--- config.mk ---
export PLATFORM = sky130hd
export DESIGN_NAME = hrwp_cond
export DESIGN_NICKNAME = d
export VERILOG_FILES = /design/src/hw/rtl/hrwp_pkg.sv /design/src/hw/rtl/hrwp_cond.sv
export VERILOG_INCLUDE_DIRS = /design/src /design/src/hw/rtl
export SDC_FILE = /design/constraint.sdc
export NUM_CORES = 1
export LEC_CHECK = 0
export BUFFER_PORTS_ARGS = -buffer_cell sky130_fd_sc_hd__buf_2
export CORE_AREA = 2 2 126 128
export CTS_BUF_LIST = sky130_fd_sc_hd__clkbuf_4 sky130_fd_sc_hd__clkbuf_8 sky130_fd_sc_hd__clkbuf_16
export CTS_CLUSTER_DIAMETER = 60
export DETAILED_ROUTE_END_ITERATION = 10
export DIE_AREA = 0 0 128 130
export PLACE_DENSITY = 0.74
export RECOVER_POWER = 25
export SLEW_MARGIN = 20
export SYNTH_ARGS = -nofsm -noshare
export SYNTH_HDL_FRONTEND = slang
export SYNTH_SLANG_ARGS = --single-unit
--- constraint.sdc ---
create_clock -name i_clk -period 3.72 [get_ports i_clk]
set_input_delay 0.744 -clock i_clk [delete_from_list [all_inputs] [get_ports i_clk]]
set_output_delay 0.744 -clock i_clk [all_outputs]
set_load 0.05 [all_outputs]
--- src/hw/rtl/head_relative_wrist_pose_unit_defines.svh ---
// ----------------------------------------------------------------------------
// Head-relative wrist pose unit: assertion macros
// Shared assertion macros; defining NO_ASSERTIONS removes every check.
// ----------------------------------------------------------------------------
`ifndef HEAD_RELATIVE_WRIST_POSE_UNIT_DEFINES_SVH
`define HEAD_RELATIVE_WRIST_POSE_UNIT_DEFINES_SVH
`ifndef NO_ASSERTIONS
`define HRWP_ASSERT(label, prop) \
    label: assert property (@(posedge i_clk) disable iff (!i_rst_n) prop) \
        else $error("hrwp check failed");
`define HRWP_ASSERT_ANY(label, prop) \
    label: assert property (@(posedge i_clk) prop) \
        else $error("hrwp check failed");
`else
`define HRWP_ASSERT(label, prop)
`define HRWP_ASSERT_ANY(label, prop)
`endif
`endif

--- src/hw/rtl/hrwp_pkg.sv ---
// ----------------------------------------------------------------------------
// Head-relative wrist pose package
// Formats, metre constants, mount quaternions and shared helpers.
// ----------------------------------------------------------------------------
package hrwp_pkg;

    localparam int POS_FRAC_BITS  = 12;
    localparam int QUAT_FRAC_BITS = 14;
    localparam int MOUNT_FRAC     = 30;

    localparam int D_W   = 16;
    localparam int SUM_W = 24;
    localparam int T_W   = 34;
    localparam int R_W   = 51;
    localparam int M_W   = 49;
    localparam int C_W   = 32;

    localparam logic signed [D_W-1:0] QUAT_ONE = D_W'(1 << QUAT_FRAC_BITS);

    localparam logic signed [D_W-1:0] HEAD_Y_MIN = D_W'((500 * (1 << POS_FRAC_BITS) + 500) / 1000);
    localparam logic signed [D_W-1:0] HEAD_Y_DEF = D_W'((1650 * (1 << POS_FRAC_BITS) + 500) / 1000);
    localparam logic signed [D_W-1:0] K600 = D_W'((600 * (1 << POS_FRAC_BITS) + 500) / 1000);
    localparam logic signed [D_W-1:0] K400 = D_W'((400 * (1 << POS_FRAC_BITS) + 500) / 1000);
    localparam logic signed [D_W-1:0] K750 = D_W'((750 * (1 << POS_FRAC_BITS) + 500) / 1000);
    localparam logic signed [D_W-1:0] K150 = D_W'((150 * (1 << POS_FRAC_BITS) + 500) / 1000);
    localparam logic signed [D_W-1:0] K220 = D_W'((220 * (1 << POS_FRAC_BITS) + 500) / 1000);
    localparam logic signed [D_W-1:0] K200 = D_W'((200 * (1 << POS_FRAC_BITS) + 500) / 1000);
    localparam logic signed [D_W-1:0] K350 = D_W'((350 * (1 << POS_FRAC_BITS) + 500) / 1000);

    localparam logic signed [D_W-1:0] SAT_MAX = 16'sh7fff;
    localparam logic signed [D_W-1:0] SAT_MIN = 16'sh8000;

    typedef enum logic [1:0] {
        MQ_W = 2'd0,
        MQ_X = 2'd1,
        MQ_Y = 2'd2,
        MQ_Z = 2'd3
    } t_mq_idx;

    typedef struct packed {
        logic                  left;
        logic signed [D_W-1:0] hx;
        logic signed [D_W-1:0] hy;
        logic signed [D_W-1:0] hz;
        logic signed [D_W-1:0] qw;
        logic signed [D_W-1:0] qx;
        logic signed [D_W-1:0] qy;
        logic signed [D_W-1:0] qz;
        logic signed [D_W-1:0] vx;
        logic signed [D_W-1:0] vy;
        logic signed [D_W-1:0] vz;
    } t_cond;

    function automatic logic signed [C_W-1:0] mount_coef(input logic left, input t_mq_idx idx);
        logic signed [C_W-1:0] c;
        case (idx)
            MQ_W: c = 32'sd602617735;
            MQ_X: c = left ? 32'sd701339158 : -32'sd701339158;
            MQ_Y: c = -32'sd290785703;
            MQ_Z: c = left ? 32'sd461887827 : -32'sd461887827;
            default: c = '0;
        endcase
        return c;
    endfunction

    function automatic logic signed [D_W-1:0] sat16(input logic signed [SUM_W-1:0] v);
        logic signed [D_W-1:0] s;
        if (v > SUM_W'(SAT_MAX)) begin
            s = SAT_MAX;
        end else if (v < SUM_W'(SAT_MIN)) begin
            s = SAT_MIN;
        end else begin
            s = v[D_W-1:0];
        end
        return s;
    endfunction

endpackage

--- src/hw/rtl/hrwp_cond.sv ---
// ----------------------------------------------------------------------------
// Head-relative wrist pose: input conditioning stage
// Replaces a low head height, clamps or defaults the wrist offset and turns a
// zero quaternion into identity, then registers the item.
// ----------------------------------------------------------------------------
`include "head_relative_wrist_pose_unit_defines.svh"

module hrwp_cond (
    input  logic                 i_clk,
    input  logic                 i_rst_n,
    input  logic                 i_valid,
    input  logic                 i_left,
    input  logic signed [15:0]   i_head_x,
    input  logic signed [15:0]   i_head_y,
    input  logic signed [15:0]   i_head_z,
    input  logic signed [15:0]   i_head_qw,
    input  logic signed [15:0]   i_head_qx,
    input  logic signed [15:0]   i_head_qy,
    input  logic signed [15:0]   i_head_qz,
    input  logic signed [15:0]   i_wrist_x,
    input  logic signed [15:0]   i_wrist_y,
    input  logic signed [15:0]   i_wrist_z,
    input  logic                 i_wrist_tracked,
    output logic                 o_valid,
    output hrwp_pkg::t_cond      o_cond
);
    import hrwp_pkg::*;

    logic  r_valid;
    t_cond r_cond;
    t_cond n_cond;
    logic  ident;

    always_comb begin
        ident = (i_head_qw == '0) && (i_head_qx == '0) && (i_head_qy == '0)
                && (i_head_qz == '0);
        n_cond.left = i_left;
        n_cond.hx   = i_head_x;
        n_cond.hy   = (i_head_y < HEAD_Y_MIN) ? HEAD_Y_DEF : i_head_y;
        n_cond.hz   = i_head_z;
        n_cond.qw   = ident ? QUAT_ONE : i_head_qw;
        n_cond.qx   = i_head_qx;
        n_cond.qy   = i_head_qy;
        n_cond.qz   = i_head_qz;
        if (i_wrist_tracked) begin
            n_cond.vx = (i_wrist_x < -K600) ? -K600 : ((i_wrist_x > K600) ? K600 : i_wrist_x);
            n_cond.vy = (i_wrist_y < -K600) ? -K600 : ((i_wrist_y > K400) ? K400 : i_wrist_y);
            n_cond.vz = (i_wrist_z < -K750) ? -K750 : ((i_wrist_z > -K150) ? -K150 : i_wrist_z);
        end else begin
            n_cond.vx = i_left ? -K220 : K220;
            n_cond.vy = -K200;
            n_cond.vz = -K350;
        end
    end

    always_ff @(posedge i_clk) begin
        if (!i_rst_n) begin
            r_valid <= 1'b0;
        end else begin
            r_valid <= i_valid;
        end
    end

    always_ff @(posedge i_clk) begin
        if (i_valid) begin
            r_cond <= n_cond;
        end
    end

    assign o_valid = r_valid;
    assign o_cond  = r_cond;

    `HRWP_ASSERT(no_zero_quat_a,
        r_valid |-> ((r_cond.qw != '0) || (r_cond.qx != '0) || (r_cond.qy != '0)
                     || (r_cond.qz != '0)))

endmodule

Word-level counts from Yosys, hierarchy flattened

Index checks and enable logic that the tools add are counted.

Register bits after elaboration: 162
Bits in writable memories: 0
Bits of input ports: 165
Latch bits: 0
Memories: 0
Output and inout bits: 162
Memory bits (read-only): 0
Word-level logic and storage cells: 43

Multiplexer cells: 8
Div/mod/pow operators: 0
Shifts and indexed selects: 0
Equality and inequality tests: 0
Bitwise operators: 1
Magnitude comparators: 7
Multiply operators: 0
Add/subtract/negate cells: 0
Reductions and logical operators: 11

Operator list:

| kind                                                             | count |
|---|---|
| two-way mux 16 bit                                               | 7 |
| logical NOT 16 bit                                               | 4 |
| less-than comparator 16 x 13 -> 1 bit (second input constant)    | 4 |
| two-way mux 48 bit                                               | 1 |
| greater-than comparator 16 x 11 -> 1 bit (second input constant) | 1 |
| greater-than comparator 16 x 12 -> 1 bit (second input constant) | 1 |
| greater-than comparator 16 x 13 -> 1 bit (second input constant) | 1 |
| OR reduction 3 bit                                               | 2 |
| OR reduction 2 bit                                               | 2 |
| logical AND 1 bit                                                | 3 |
| inverter 1 bit                                                   | 1 |

Depth between registers and ports, before layout

Gate-level depths: netlist of run 1.

Depth after elaboration: 4
Depth in mapped cells: 6

Least setup slack after synthesis of run 1

OpenSTA, ideal clock, no wires.

Kind: input to register
Start point: input i_wrist_y[1]
End point: register r_cond, in the netlist o_cond[22], data pin
Data required time: 3.454 ns
Path slack: 1.660 ns
Cell stages on the path: 6
Arrival: 1.795 ns
Cell sequence: a211oi_1 o221a_1 a41o_1 a21oi_2 buf_6 or3b_1

Cells in the longest elaborated chain, start to end: 2
Elaborated cells on any way between the ends: 3
Classes of those cells: order compare: 2; reduce/logical: 1

RTL lines:

| item                                                                                              | line            | source |
|---|---|---|
| from (decl)                                                                                       | hrwp_cond.sv:21 | `input logic signed [15:0] i_wrist_y,` |
| less-than comparator 16 x 13 -> 1 bit or greater-than comparator 16 x 12 -> 1 bit (tied branches) | hrwp_cond.sv:47 | `n_cond.vy = (i_wrist_y < -K600) ? -K600 : ((i_wrist_y > K400) ? K400 : i_wrist_y);` |
| OR reduction 3 bit (no source line) *                                                             | n/a             |  |
| to (signal assigned)                                                                              | hrwp_cond.sv:66 | `r_cond <= n_cond;` |
| to (decl)                                                                                         | hrwp_cond.sv:30 | `t_cond r_cond;` |

Every way passes the cells marked *; elsewhere a longest branch is shown, timed or not.
A chain may end at the register's enable or synchronous reset.

==> results of run 1 <==
==> metrics by stage <==
stage	setup slack (ns)	total power, W
finish	1.14	0.00495
global placement	1.27	0.00313
detailed placement	1.24	0.00315
CTS	1.69	0.00500
floorplan	1.66	0.00284
global route	0.947	0.00512
==> logic make-up (layout without fill, tap and decap cells) <==
logic type      after synthesis  in the layout
simple gates                 90             90
flops                       162            162
compound gates               55             55
buf+inv                      28            366
other cells                   2              6
==> area by class of cell <==
class                      count  share of cell area (%)
multi-input combinational    150                    11.2
timing repair buffer         328                    19.4
antenna                        1                  0.0302
tap                          192                    2.90
clock inverter                14                    2.45
clock buffer                  17                    5.14
sequential                   162                    58.6
inverter                       7                   0.317
==> routing by layer <==
metal | vias up | share of wire [%]
li1 | 1984 | -
met1 | 2092 | 38
met2 | 248 | 51
met3 | 30 | 8.0
met4 | 0 | 2.8
met5 | - | 0
==> synthesized netlist by cell type <==
library cell	instances
edfxtp_1	161
nor4_1	19
clkbuf_1	18
nand2_1	18
o21ai_0	13
nor2_1	8
a21oi_1	7
and2_1	7
inv_1	7
nand4_1	7
o21a_1	7
o31a_1	7
or3_1	7
nand2b_1	5
nand3_1	4
nor2b_1	3
o22ai_1	3
a211oi_1	2
a31oi_1	2
and3b_1	2
buf_6	2
conb_1	2
nor3_1	2
nor4_2	2
o211ai_1	2
o21ai_1	2
or3b_2	2
a21boi_1	1
a21o_1	1
a21oi_2	1
a41o_1	1
and2_4	1
buf_1	1
dfxtp_1	1
nand4b_1	1
o2111ai_1	1
o211ai_2	1
o221a_1	1
o31ai_2	1
o32a_1	1
o41ai_1	1
or3b_1	1
or4b_1	1
==> power by group through the flow <==
stage | sequential [W] | combinational, W | clock, W
global placement | 0.00224 | 0.000887 | 0
global route | 0.00222 | 0.000923 | 0.00197
floorplan | 0.00277 | 0.0000685 | 0
CTS | 0.00221 | 0.000900 | 0.00190
finish | 0.00221 | 0.000888 | 0.00185
detailed placement | 0.00225 | 0.000898 | 0
==> final timing paths <==
path  slack [ns]  cells after the start     endpoint            start
max         1.14                      4    o_cond[9]  i_wrist_tracked
min         0.50                      1  o_cond[144]      i_head_x[0]
==> flip-flops by register name, summed over array words and instances (netlist names) <==
signal / flops
o_valid: 1
o_cond: 161
==> critical path, delay by kind of cell <==
family | cells | cell delay, ns
AOI/OAI and AO/OA | 2 | 0.86
buffers and inverters | 1 | 1.09
and+or+nand+nor | 1 | 0.10
==> impl_metrics.toml, run 1 <==
[yosys]
synth_top_family_by_area = "simple AND/OR/NAND/NOR gates"
synth_cell_types = 43
synthMuxAreaShare_pct = 0
syn_avg_cell_area_sq_um = 17.5
synth_top_area_cell = "edfxtp_1"
netlist_area_sq_um = 5890
ys_seq_elements = 162
yosysWarnings = 0
synth_compound_area_share_pct = 6.50
synth-xor-area-share_pct = 0
synth_area_leaders = "edfxtp_1, nor4_1, clkbuf_1, nand2_1, o21ai_0"
synthCells = 337
synth_fa_ha_area_share_pct = 0
seq_area_frac_synth_pct = 82.4
synth_top_area_share_pct = 82.1
yosys.area_share.simple_pct = 8.90

[timing]
tns_ns = 0
drv_slew = 114
fmax_mhz = 388
hold_slack_ns = 0.502
min_period_over_period_pct = 69.3
hold_violations = 0
final.min_clock_period_ns = 2.58
worst_pin_slew_ns = 1.87
max_slew_margin_pct = -24.6
rsz0062_at_grt = "false"
finalSetupViolCount = 0

[status]
status = "complete, but fails checks"
violations = "capacitance limit, slew limit"

[placed_design]
dpl-instance-area_sq_um = 7720
io_buffers = 326
place_inst = 839
place.gp.congestion = 0.895
hpwlAfterDp_mm = 12.1

[power_and_ir_drop]
p_sw_w = 0.00146
ir_drop_mv = 0.260
power_leakage_nw = 3.35
clkPwrFrac_pct = 37.4
switching_share_pct = 29.4
power_density_nw_per_um2 = 597
seq_power_share_pct = 44.7
p_int_w = 0.00349
comb_power_share_pct = 17.9

[critical_path]
path_max_fanout = 41
worstSetupEndpointType = "flop"
crit_type = "input port to flop"
path_cells = "clkbuf_1 -> a21boi_1 -> nand2_1 -> o21ai_0"
cp.arrival_ns = 2.80
crit_path_max_incr_delay_ns = 1.09
crit_path_start_kind = "input port"
cp_slowest_cell = "clkbuf_1"
required_ns = 3.95

[layout]
ff_latch_area_sq_um = 4850
layout.cells.non_filler = 871
multi_input_area_sq_um = 926
drive_gt1_share_pct = 46.5
fin_nets = 831
postLayoutCellArea_sq_um = 8280
fillCellCount = 1324
area_growth_pct = 40.7
final_util_pct = 53.7
mostFrequentLayoutCell = "buf_2"
layout_common_cells = "buf_2, edfxtp_1, clkbuf_1"

[die]
ios = 327
die_h_microns = 130
dieArea_sq_um = 16600
start_util_pct = 38.2
row_count = 46
core_area_sq_um = 15400
die_w_microns = 128

[global_route]
grt_max_degree = 74
grt_use_met3_pct = 5.54
use_met1_pct = 21.4
use_met2_pct = 31.4
grt-busiest-layer = "met2"
grt_pass1_wl_mm = 23.0
grt.total_usage_pct = 18.3
grt_pass1_vias = 4303
antenna_found_initial = 1
grt-ovfl-total = 0

[routing]
drc = 0
antenna_left = 0
wl_mm = 15.8
via_per_inst = 5.00
drt_first_pass_iters = 5
first_iter_violations = 286
dr_total_vias = 4354
wire_per_inst_microns = 18.1

[hold_path]
hp-class = "input port to flop"

[cts]
cts_tree = "done"
cts_resized = 0
holdBufCountCts = 0
path_clk_slew_ns = 0.06
cts_buffers = 17
clock-root-buffer = "clkbuf_16"
cts.sinks = 162
cts_buffer_depth = 2
h-tree-depth = 4
cts_setup_buffers = 0

[flow_run]
max_cap_violations = 2
No activity file was read; power rests on OpenSTA's default activity.
==> run 2, diff against run 1 <==
CORE_AREA = 2 2 128 130   (was 2 2 126 128)
DIE_AREA = 0 0 130 132   (was 0 0 128 130)
PLACE_DENSITY = 0.75   (was 0.74)
clock period = 2.3 ns   (was 3.72 ns; I/O delays follow)
==> impl_metrics.toml, run 2 (synthesis gave the netlist of run 1 again) <==
[status]
status = "completed"

[layout]
mostFrequentLayoutCell = "buf_2"
final_util_pct = 53.2
largest_reg_flops = 161
layout_common_cells = "buf_2, edfxtp_1, clkbuf_1"
antenna_cells = 0
layout.cells.non_filler = 904
area_growth_pct = 41.8
fin_nets = 840
postLayoutCellArea_sq_um = 8350
drive_gt1_share_pct = 47.4

[placed_design]
place.gp.congestion = 0.816
place_ws_ns = 0.114
dpl-instance-area_sq_um = 7840
place_inst = 872
hpwlAfterDp_mm = 11.7
io_buffers = 326

[timing]
fmax_mhz = 560
max_slew_margin_pct = 30.6
finalSetupViolCount = 0
worst_pin_slew_ns = 1.04
drv_slew = 0
tns_ns = 0
final.min_clock_period_ns = 1.79
final.setup.worst_slack_ns = 0.515
min_period_over_period_pct = 77.6
rsz0062_at_grt = "false"
hold_violations = 0

[cts]
holdBufCountCts = 0
cts.sinks = 162
path_clk_slew_ns = 0.06
cts_setup_buffers = 0
cts_resized = 0
clock-root-buffer = "clkbuf_16"
cts_buffers = 17
cts_tree = "done"
h-tree-depth = 4
cts_buffer_depth = 2

[routing]
wire_per_inst_microns = 16.9
via_per_inst = 4.69
wl_mm = 15.2
drt_first_pass_iters = 4
dr_total_vias = 4244
first_iter_violations = 287
drc = 0
antenna_left = 0

[global_route]
grt_pass1_wl_mm = 22.8
grt_max_degree = 54
antenna_found_initial = 0
grt-ovfl-total = 0
grt_pass1_vias = 4312
grt.total_usage_pct = 17.5

[power_and_ir_drop]
comb_power_share_pct = 18.5
power_density_nw_per_um2 = 933
seq_power_share_pct = 45.8
ir_drop_mv = 0.418
p_sw_w = 0.00234
switching_share_pct = 30.0
clkPwrFrac_pct = 35.7
p_int_w = 0.00545
power_leakage_nw = 3.39

[critical_path]
path_max_fanout = 12
cp.arrival_ns = 1.94
cp_slowest_cell = "a21oi_2"
crit_path_start_kind = "input port"
worstSetupEndpointType = "flop"
crit_path_max_incr_delay_ns = 0.41
required_ns = 2.46
crit_type = "input port to flop"
path_cells = "buf_2 -> nand4_1 -> o221a_1 -> a41o_1 -> a21oi_2 -> and3b_1"

[die]
ios = 327
core_area_sq_um = 15700
dieArea_sq_um = 17200
start_util_pct = 37.5
die_w_microns = 130
die_h_microns = 132
row_count = 46

[flow_run]
max_cap_violations = 0

[hold_path]
hp-class = "input port to flop"
[run 2: changes by cell type in the layout (fill, tap and decap cells not counted), sizes merged]
| cell | before | now |
|---|---|---|
| clkinv | 2 | 4 |
| diode | 1 | 0 |
| buf | 276 | 285 |
| clkbuf | 69 | 70 |
| bufinv | 4 | 2 |
| clkinvlp | 3 | 2 |
| inv | 12 | 13 |
[run 2: layout make-up]
type | instances | area [sq um]
Fill cell | 1360 | 7360
Sequential cell | 162 | 4850
Timing Repair Buffer | 337 | 1690
Multi-Input combinational cell | 150 | 926
Clock buffer | 18 | 433
Tap cell | 216 | 270
Clock inverter | 14 | 154
Inverter | 7 | 26.3
[run 2: metal layers]
metal	share of wire [%]	GRT usage, %	wire, microns	up-vias
met4	2.9	7.41	449	0
met5	0	0	0	-
li1	-	-	-	2004
met1	37	19.5	5650	1994
met2	52	30.1	7850	213
met3	8.4	6.25	1290	33
[run 2: stage by stage]
stage,total power [W],hold WS [ns]
floorplan,0.00459,0.559
global placement,0.00507,0.636
detailed placement,0.00509,0.638
CTS,0.00789,0.198
global route,0.00804,0.191
finish,0.00779,0.224
[run 2: critical path: cells and delay by family]
family	cells	cell delay [ns]
buffers and inverters	1	0.10
AO/OA/AOI/OAI	3	0.95
AND/OR/NAND/NOR	2	0.42
[run 2: worst paths after layout]
kind,from,slack (ns),depth (start not counted),end
worst max-delay path,i_wrist_y[5],0.51,6,o_cond[24]
worst min-delay path,i_head_x[5],0.22,1,o_cond[149]
[run 2: power groups by stage]
stage	clock network, W	logic (W)	registers [W]
6_report	0.00278	0.00144	0.00357
5_1_grt	0.00294	0.00150	0.00360
4_1_cts	0.00285	0.00146	0.00357
3_5_place_dp	0	0.00146	0.00363
3_3_place_gp	0	0.00145	0.00362
2_1_floorplan	0	0.000111	0.00448
==> run 3, diff against run 2 <==
clock period = 1.48 ns   (was 2.3 ns; I/O delays follow)
==> impl_metrics.toml, run 3 (synthesis gave the netlist of run 1 again) <==
[hold_path]
hp-class = "input port to flop"

[critical_path]
worstSetupEndpointType = "flop"
path_cells = "buf_6 -> a211oi_2 -> o221a_1 -> a41o_1 -> a21oi_4 -> buf_6 -> or3b_1"
cpLargestDelayFamily = "compound AO/OA/AOI/OAI gates"
critical_path_buf_inv_count = 2
crit_path_start_kind = "input port"
cp_slowest_cell = "or3b_1"
cp.arrival_ns = 1.61
required_ns = 1.64
path_max_fanout = 10
crit_path_max_incr_delay_ns = 0.34
crit_type = "input port to flop"
path_common_cell = "buf_6"

[cts]
cts_buffer_depth = 2
cts_buffers = 17
h-tree-depth = 4
cts.sinks = 162
path_clk_slew_ns = 0.07
cts_resized = 0
holdBufCountCts = 0
cts_setup_buffers = 0
cts_tree = "done"
clock-root-buffer = "clkbuf_16"

[timing]
finalSetupViolCount = 0
fmax_mhz = 691
final.min_clock_period_ns = 1.45
tns_ns = 0
max_slew_margin_pct = 56.2
hold_violations = 0
drv_slew = 0
min_period_over_period_pct = 97.8
worst_pin_slew_ns = 0.657

[global_route]
grt_pass1_vias = 4416
antenna_found_initial = 0
grt_max_degree = 38
grt-ovfl-total = 0
grt_pass1_wl_mm = 23.5
grt.total_usage_pct = 18.2

[routing]
dr_total_vias = 4451
via_per_inst = 4.74
wl_met1_mm = 6.06
drc = 0
drt_first_pass_iters = 4
met3RoutedLength_mm = 1.19
first_iter_violations = 222
wire_per_inst_microns = 16.7
dr_wl_met2_mm = 7.95
wl_mm = 15.7
antenna_left = 0
top_layer_used = "met4"

[status]
status = "completed"

[layout]
ff_latch_area_sq_um = 4850
fin_nets = 875
largest_reg_flops = 161
layout.cells.non_filler = 939
multi_input_area_sq_um = 965
layout_common_cells = "buf_2, edfxtp_1, clkbuf_1"
drive_gt1_share_pct = 49.4
area_growth_pct = 47.1
final_util_pct = 55.1
mostFrequentLayoutCell = "buf_2"
fillCellCount = 1329
antenna_cells = 0

[power_and_ir_drop]
p_sw_w = 0.00374
clkPwrFrac_pct = 35.0
power_density_nw_per_um2 = 1400
p_int_w = 0.00837
switching_share_pct = 30.9
comb_power_share_pct = 19.3
p_total_w = 0.0121
seq_power_share_pct = 45.8
ir_drop_mv = 0.722
power_leakage_nw = 3.56

[die]
die_w_microns = 130
die_h_microns = 132
ios = 327
core_area_sq_um = 15700
start_util_pct = 37.5
row_count = 46
dieArea_sq_um = 17200

[placed_design]
place.gp.congestion = 0.812
hpwlAfterDp_mm = 12.3
place_inst = 907
io_buffers = 326

[flow_run]
max_cap_violations = 0
## run 3: metal layers
layer	vias to the layer above	GRT usage, %
met1	2125	21.2
li1	2075	-
met5	-	0
met4	0	8.12
met2	218	31.4
met3	33	4.46
## run 3: area by class of cell
cell class	count	area share, %
clock inverters	15	1.72
multi-input cells	150	11.1
repair buffers	372	22.8
well taps	216	3.12
inverters	7	0.303
clock buffers	17	4.91
flip-flops and latches	162	56.0
## run 3: through the flow
| stage | instance area [sq um] | worst slack, ns | hold slack, ns |
|---|---|---|---|
| 2_1_floorplan | 5930 | -0.111 | 0.395 |
| 3_3_place_gp | 8140 | -0.409 | 0.472 |
| 3_5_place_dp | 8140 | -0.421 | 0.474 |
| 4_1_cts | 8710 | 0.0170 | 0.0323 |
| 5_1_grt | 8660 | -0.00934 | 0.0318 |
| 6_report | 8660 | 0.0327 | 0.0524 |
## run 3: final timing paths
kind / startpoint / end / slack [ns] / cells past startpoint
setup / recovery: i_wrist_y[1] / o_cond[22] / 0.03 / 7
hold / removal: i_head_z[14] / o_cond[126] / 0.05 / 1
## run 3: power groups by stage
stage	sequential [W]	combinational, W	clock, W
2_1_floorplan	0.00696	0.000178	0
3_3_place_gp	0.00563	0.00234	0
3_5_place_dp	0.00564	0.00236	0
4_1_cts	0.00554	0.00236	0.00432
5_1_grt	0.00558	0.00244	0.00450
6_report	0.00554	0.00233	0.00424
